### src/hdl/swam_pkg.sv
// ----------------------------------------------------------------------------
// swam_pkg
// Shared constants for the sliding window anagram match core.
// ----------------------------------------------------------------------------
package swam_pkg;

    localparam int KIND_W          = 2;
    localparam int LETTER_W        = 5;

    localparam int ALPHABET_DEF    = 26;
    localparam int MAX_PATTERN_DEF = 256;

    localparam logic [KIND_W-1:0] KIND_CLEAR   = 2'd0;
    localparam logic [KIND_W-1:0] KIND_PATTERN = 2'd1;
    localparam logic [KIND_W-1:0] KIND_TEXT    = 2'd2;

    typedef logic [KIND_W-1:0]   t_kind;
    typedef logic [LETTER_W-1:0] t_letter;

endpackage

### src/hdl/sliding_window_anagram_match_core.sv
// ----------------------------------------------------------------------------
// sliding_window_anagram_match_core
// Flags text windows that are a permutation of a previously loaded pattern.
//
//   channel   direction  handshake          fields
//   input     in         i_valid / o_stall  i_kind, i_letter
//   result    out        o_valid / i_stall  o_window_match, o_found,
//                                           o_pattern_overflow
//
// One beat per cycle unless stalled; the result register loads as the beat is taken.
// Per-letter count differences live in a row of cells; the history ring is a
// RAM read ahead from the next pointer into a register, with write bypass.
// Only text letters produce a result. Reset (sync, active low) clears all
// control state; a clear beat does the same but leaves the output valid.
// The input stalls only while a result is held and the output is stalled.
// ----------------------------------------------------------------------------
module sliding_window_anagram_match_core #(
    parameter int ALPHABET    = swam_pkg::ALPHABET_DEF,
    parameter int MAX_PATTERN = swam_pkg::MAX_PATTERN_DEF
) (
    input  logic              i_clk,
    input  logic              i_rst_n,
    input  logic              i_valid,
    output logic              o_stall,
    input  swam_pkg::t_kind   i_kind,
    input  swam_pkg::t_letter i_letter,
    output logic              o_valid,
    input  logic              i_stall,
    output logic              o_window_match,
    output logic              o_found,
    output logic              o_pattern_overflow
);
    import swam_pkg::*;

    localparam int CW    = $clog2(MAX_PATTERN + 1);
    localparam int DW    = CW + 1;
    localparam int LW    = CW + 1;
    localparam int PW    = (MAX_PATTERN > 1) ? $clog2(MAX_PATTERN) : 1;
    localparam int AW1   = $clog2(ALPHABET + 1);
    localparam int CMP_W = (AW1 > LETTER_W) ? AW1 : LETTER_W;

    logic                 r_out_valid;
    logic                 r_out_match;
    logic                 r_out_found;
    logic                 r_out_ovf;

    logic [CW-1:0]        r_plen, n_plen;
    logic [CW-1:0]        r_fill, n_fill;
    logic [PW-1:0]        r_ptr, n_ptr;
    logic                 r_found, n_found;
    logic                 r_text_started, n_text_started;
    logic                 r_ovf, n_ovf;

    logic signed [DW-1:0] r_d [ALPHABET];
    logic signed [DW-1:0] n_d [ALPHABET];
    logic [ALPHABET-1:0]  n_eq;

    logic [LETTER_W-1:0]  ring [MAX_PATTERN];
    logic [LETTER_W-1:0]  r_old;
    logic [PW-1:0]        rd_addr;
    logic [LW-1:0]        rd_sum;

    logic                 w_accept;
    logic                 w_letter_ok;
    logic                 w_clear;
    logic                 w_pat_upd;
    logic                 w_text;
    logic                 w_text_upd;
    logic                 w_remove;
    logic                 w_match;
    logic [CMP_W-1:0]     w_letter_x;
    logic [CMP_W-1:0]     w_old_x;

    assign o_stall            = r_out_valid & i_stall;
    assign o_valid            = r_out_valid;
    assign o_window_match     = r_out_match;
    assign o_found            = r_out_found;
    assign o_pattern_overflow = r_out_ovf;

    assign w_accept    = i_valid & ~o_stall;
    assign w_letter_x  = CMP_W'(i_letter);
    assign w_old_x     = CMP_W'(r_old);
    assign w_letter_ok = w_letter_x < CMP_W'(ALPHABET);

    always_comb begin
        n_plen         = r_plen;
        n_fill         = r_fill;
        n_ptr          = r_ptr;
        n_text_started = r_text_started;
        n_ovf          = r_ovf;
        w_clear        = 1'b0;
        w_pat_upd      = 1'b0;
        w_text         = 1'b0;
        w_text_upd     = 1'b0;
        w_remove       = 1'b0;
        if (w_accept) begin
            if (i_kind == KIND_CLEAR) begin
                w_clear        = 1'b1;
                n_plen         = '0;
                n_fill         = '0;
                n_ptr          = '0;
                n_text_started = 1'b0;
                n_ovf          = 1'b0;
            end else if (i_kind == KIND_PATTERN && w_letter_ok && !r_text_started) begin
                if (r_plen >= CW'(MAX_PATTERN)) begin
                    n_ovf = 1'b1;
                end else begin
                    w_pat_upd = 1'b1;
                    n_plen    = r_plen + CW'(1);
                end
            end else if (i_kind == KIND_TEXT && w_letter_ok) begin
                w_text         = 1'b1;
                n_text_started = 1'b1;
                if (r_plen != '0) begin
                    w_text_upd = 1'b1;
                    if (r_fill >= r_plen) begin
                        w_remove = 1'b1;
                    end else begin
                        n_fill = r_fill + CW'(1);
                    end
                    n_ptr = (r_ptr == PW'(MAX_PATTERN - 1)) ? '0 : r_ptr + PW'(1);
                end
            end
        end
    end

    // per-letter difference cells: window count minus pattern count
    for (genvar gi = 0; gi < ALPHABET; gi++) begin : g_cell
        logic w_inc;
        logic w_dec;
        assign w_inc = w_text_upd && (w_letter_x == CMP_W'(gi));
        assign w_dec = (w_remove && (w_old_x == CMP_W'(gi)))
                     || (w_pat_upd && (w_letter_x == CMP_W'(gi)));
        always_comb begin
            if (w_clear) begin
                n_d[gi] = '0;
            end else begin
                case ({w_inc, w_dec})
                    2'b10:   n_d[gi] = r_d[gi] + DW'(1);
                    2'b01:   n_d[gi] = r_d[gi] - DW'(1);
                    default: n_d[gi] = r_d[gi];
                endcase
            end
        end
        assign n_eq[gi] = (n_d[gi] == '0);
        always_ff @(posedge i_clk) begin
            if (!i_rst_n) begin
                r_d[gi] <= '0;
            end else begin
                r_d[gi] <= n_d[gi];
            end
        end
    end

    assign w_match = &n_eq;
    assign n_found = w_clear ? 1'b0 : (r_found | (w_text & w_match));

    // ring read address: letter that leaves with the next text beat
    always_comb begin
        rd_sum = LW'(n_ptr) + LW'(MAX_PATTERN) - LW'(n_plen);
        if (rd_sum >= LW'(MAX_PATTERN)) begin
            rd_sum = rd_sum - LW'(MAX_PATTERN);
        end
        rd_addr = rd_sum[PW-1:0];
    end

    always_ff @(posedge i_clk) begin
        if (w_text_upd) begin
            ring[r_ptr] <= i_letter;
        end
        if (w_text_upd && (r_ptr == rd_addr)) begin
            r_old <= i_letter;
        end else begin
            r_old <= ring[rd_addr];
        end
    end

    always_ff @(posedge i_clk) begin
        if (!i_rst_n) begin
            r_plen         <= '0;
            r_fill         <= '0;
            r_ptr          <= '0;
            r_found        <= 1'b0;
            r_text_started <= 1'b0;
            r_ovf          <= 1'b0;
            r_out_valid    <= 1'b0;
        end else begin
            r_plen         <= n_plen;
            r_fill         <= n_fill;
            r_ptr          <= n_ptr;
            r_found        <= n_found;
            r_text_started <= n_text_started;
            r_ovf          <= n_ovf;
            if (w_text) begin
                r_out_valid <= 1'b1;
            end else if (!i_stall) begin
                r_out_valid <= 1'b0;
            end
        end
    end

    always_ff @(posedge i_clk) begin
        if (w_text) begin
            r_out_match <= w_match;
            r_out_found <= n_found;
            r_out_ovf   <= r_ovf;
        end
    end

    a_fill_le_plen: assert property (@(posedge i_clk) disable iff (!i_rst_n)
        r_fill <= r_plen)
        else $error("window fill exceeds pattern length");

    a_plen_cap: assert property (@(posedge i_clk) disable iff (!i_rst_n)
        r_plen <= CW'(MAX_PATTERN))
        else $error("pattern length beyond capacity");

    a_ovf_full: assert property (@(posedge i_clk) disable iff (!i_rst_n)
        r_ovf |-> (r_plen == CW'(MAX_PATTERN)))
        else $error("overflow flagged with pattern not full");

    a_clear: assert property (@(posedge i_clk) disable iff (!i_rst_n)
        (w_accept && i_kind == KIND_CLEAR) |=>
        (r_plen == '0 && r_fill == '0 && !r_text_started && !r_found))
        else $error("clear beat left state behind");

    a_match_found: assert property (@(posedge i_clk) disable iff (!i_rst_n)
        (o_valid && o_window_match) |-> o_found)
        else $error("match without found");

endmodule
### config.mk
export PLATFORM = sky130hd
export DESIGN_NAME = sliding_window_anagram_match_core
export DESIGN_NICKNAME = d
export VERILOG_FILES = /design/src/hdl/swam_pkg.sv /design/src/hdl/sliding_window_anagram_match_core.sv
export SDC_FILE = /design/constraint.sdc
export NUM_CORES = 2
export LEC_CHECK = 0
export BUFFER_PORTS_ARGS = -buffer_cell sky130_fd_sc_hd__buf_2
export CAP_MARGIN = 10
export CORE_UTILIZATION = 30
export CTS_BUF_LIST = sky130_fd_sc_hd__clkbuf_4 sky130_fd_sc_hd__clkbuf_8
export DETAILED_ROUTE_END_ITERATION = 6
export PLACE_DENSITY = 0.5
export SYNTH_ARGS = -nofsm -noshare
export SYNTH_HDL_FRONTEND = slang
export SYNTH_SLANG_ARGS = --single-unit
### constraint.sdc
create_clock -name i_clk -period 8.6 [get_ports i_clk]
set_clock_uncertainty 0.1 [all_clocks]
set_input_delay 0.43 -clock i_clk [delete_from_list [all_inputs] [get_ports i_clk]]
set_output_delay 0.43 -clock i_clk [all_outputs]
set_load 0.01 [all_outputs]
==> flow_summary.ini <==
[placed_design]
port_buffers = 15
dp_cells = 8367
dp_hpwl_mm = 141
place_congestion = 0.880
place_ws_ns = 0.000432

[synthesis]
ys_seq_area_share_pct = 60.5
synth_area_per_cell_sq_um = 14.2
synth_warnings = 0
synthCells = 5187
synth-seq-cells = 1581
syn-num-nets = 5482
synth-edff-count = 1283
synth.distinct_cells = 86
ys.flop_type = edfxtp_1
ys_async_sr_fraction_pct = 0
synth_area_sq_um = 73600

[global_route]
grt_max_degree = 191
antenna_found_initial = 11
grt_pass1_wl_mm = 314
grt_pass1_vias = 46400
grt_usage_pct = 17.0
grt_remaining_overflow = 0

[flow_run]
maxCapViolations = 0

[cells_and_area]
layoutNonFillerInstCount = 8870
drive_gt1_share_pct = 20.6
fin_nets = 5767
area_growth_pct = 14.7

[floorplan]
initial_utilization_pct = 30.2
core_sq_um = 243000
row_count = 181
die_y_um = 497
dieArea_sq_um = 247000
io_pins = 16
die_x_um = 497

[clock_network]
root_buffer = clkbuf_8
cts_sinks = 1581
cts_tree = built
clk_latency_ns = 1.04
clkTransAtPathRegs_ns = 0.07
clockBufferDepth = 4
numCtsBuffers = 293
h-tree-depth = 5
post_cts_buffers = 0

[sta]
rsz0062_at_grt = no
worst_slack_ns = 0.264
setup_viol = 0
fmax_ghz = 0.120
final.setup.tns_ns = 0
maxSlewHeadroom_pct = 19.8
hold_viol = 0
period_minus_slack_ns = 8.34
slew_violations = 0
tightest_slew_ns = 1.20
post-route-period-util_pct = 96.9

[route]
drt-pass1-iter-count = 6
ant_nets = 0
avgViaCountPerCell = 5.18
post_drt_wl_per_cell_um = 23.9
wl_mm = 212
num_vias = 46000
drt_iter0_markers = 3730
drcViolationCount = 0

[critical_path]
worst_setup_path_end_kind = register
crit_type = reg2reg
cp.required_ns = 9.36
crit_fanout = 17
start_kind = register
arrival_ns = 9.10

[outcome]
status = finished, final reports clean

[power_and_ir_drop]
p_per_area_nw_per_um2 = 196
p_leak_nw = 28.4
power_mw = 16.5
vdd_drop_max_uv = 150

[min_path]
hp-class = reg2reg
power by group:
group          switching (mW)  internal (mW)
combinational           0.678          0.529
clock                    3.19           3.83
sequential             0.0378           8.27
synthesized netlist by cell type (62+ instances only):
cell      count  area [sq um]
a21o_1       62           465
a21oi_1     186           931
clkbuf_1    157           589
dfxtp_1     298          5970
edfxtp_1   1283         38500
ha_1        257          3220
inv_1       147           552
mux2i_1      88           881
mux4_2      405          9120
nand2_1     227           852
nand3_1      87           435
nor2_1      641          2410
nor2b_1      78           488
nor3_1       99           495
o21ai_0     150           751
xnor2_1      83           727
xor2_1       72           631
metal layers:
layer  GRT usage [%]  vias up  wire, um
met5               0        -         0
met4            5.89        0      6880
met3            3.25      386     12400
met2            27.2     1352     99200
met1            22.9    23500     94000
li1                -    20700         -
path summary, 6_finish.rpt:
kind	from	endpoint	slack [ns]	depth (start not counted)
setup / recovery	register	o_found	0.26	24
hold / removal	r_ovf	o_pattern_overflow	0.31	0
setup reg to reg	register	o_found	0.26	24
hold reg to reg	r_ovf	o_pattern_overflow	0.31	0
repair_timing:
| action | 4_1_cts | 5_1_grt |
|---|---|---|
| setup endpoints to repair | 1 | 3 |
| hold buffers | 12 | 0 |
| gates resized for setup | 1 | 16 |
| pin swaps | 0 | 1 |
| gates cloned | 0 | 0 |
| endpoints found under the hold margin | 151 | 0 |
cell type report:
cell class	count	area [sq um]
diodes	4	10.0
fillers	23300	159000
multi-input cells	3204	27700
clock inverters	93	541
clock buffers	394	4920
flip-flops and latches	1581	44500
well taps	3202	4010
repair buffers	236	2160
inverters	156	588
per-stage QoR:
stage / area [sq um] / hold WS, ns / util, %
after floorplan: 73600 / 0.309 / -
after global placement: 78700 / 0.327 / 32.3
after detailed placement: 78700 / 0.340 / 32.3
after CTS: 84300 / 0.276 / 34.6
after global routing: 84400 / 0.312 / 34.7
final: 84400 / 0.310 / 34.7
critical path, cell delays in order, from the launching register on:
cell and delay, ns:
dfxtp_4 0.44, buf_12 0.20, buf_12 0.21, buf_12 0.21, mux4_2 0.55, mux4_2 0.52, mux4_2 0.59, a211oi_1 0.30
a21oi_1 0.22, nor2_1 0.22, nand2_1 0.16, o22ai_1 0.47, ha_2 0.43, ha_1 0.28, a21o_1 0.18, a211oi_1 0.22
nor4_1 0.08, a31oi_1 0.48, o21ai_1 0.16, nor4b_2 0.44, nand4_1 0.17, or4_1 0.55, or4_1 0.54, nand4bb_1 0.22
a21oi_1 0.18
layout by cell type, fill, tap and decap left out, types with 62 or more instances in the layout:
cell         n
clkbuf_4    81
xor2_1      72
nor3_1      98
clkinv_1    62
mux2i_1     88
clkbuf_8   318
nand3_1     71
edfxtp_1  1283
nor2_1     639
nor2b_1     78
mux4_2     405
a21oi_1    186
nand2_1    226
inv_1      146
buf_4      181
a21o_1      62
xnor2_1     83
ha_1       253
dfxtp_1    292
o21ai_0    150
registers in the layout, summed over array words and instances (netlist names), named ones only:
name and flops:
r_d 260, o_found 1, o_window_match 1, r_ptr 8
r_found 1, r_ovf 1, o_pattern_overflow 1, r_fill 9
r_text_started 1, ring 1280, o_valid 1, r_plen 8
kinds of logic (layout without fill, tap and decap cells):
logic type                 after synthesis  count (layout)  synth area share (%)
other                                    0               4                     0
muxes                                  524             524                  14.1
xor gates and xnor gates               155             155                  1.85
buffers and inverters                  402             879                  2.17
and+or+nand+nor                       1467            1467                  9.49
AOI/OAI and AO/OA                      774             774                  6.84
adders and majority gates              284             284                  5.11
DFF                                   1581            1581                  60.5
Power figures use the tool's default switching activity.
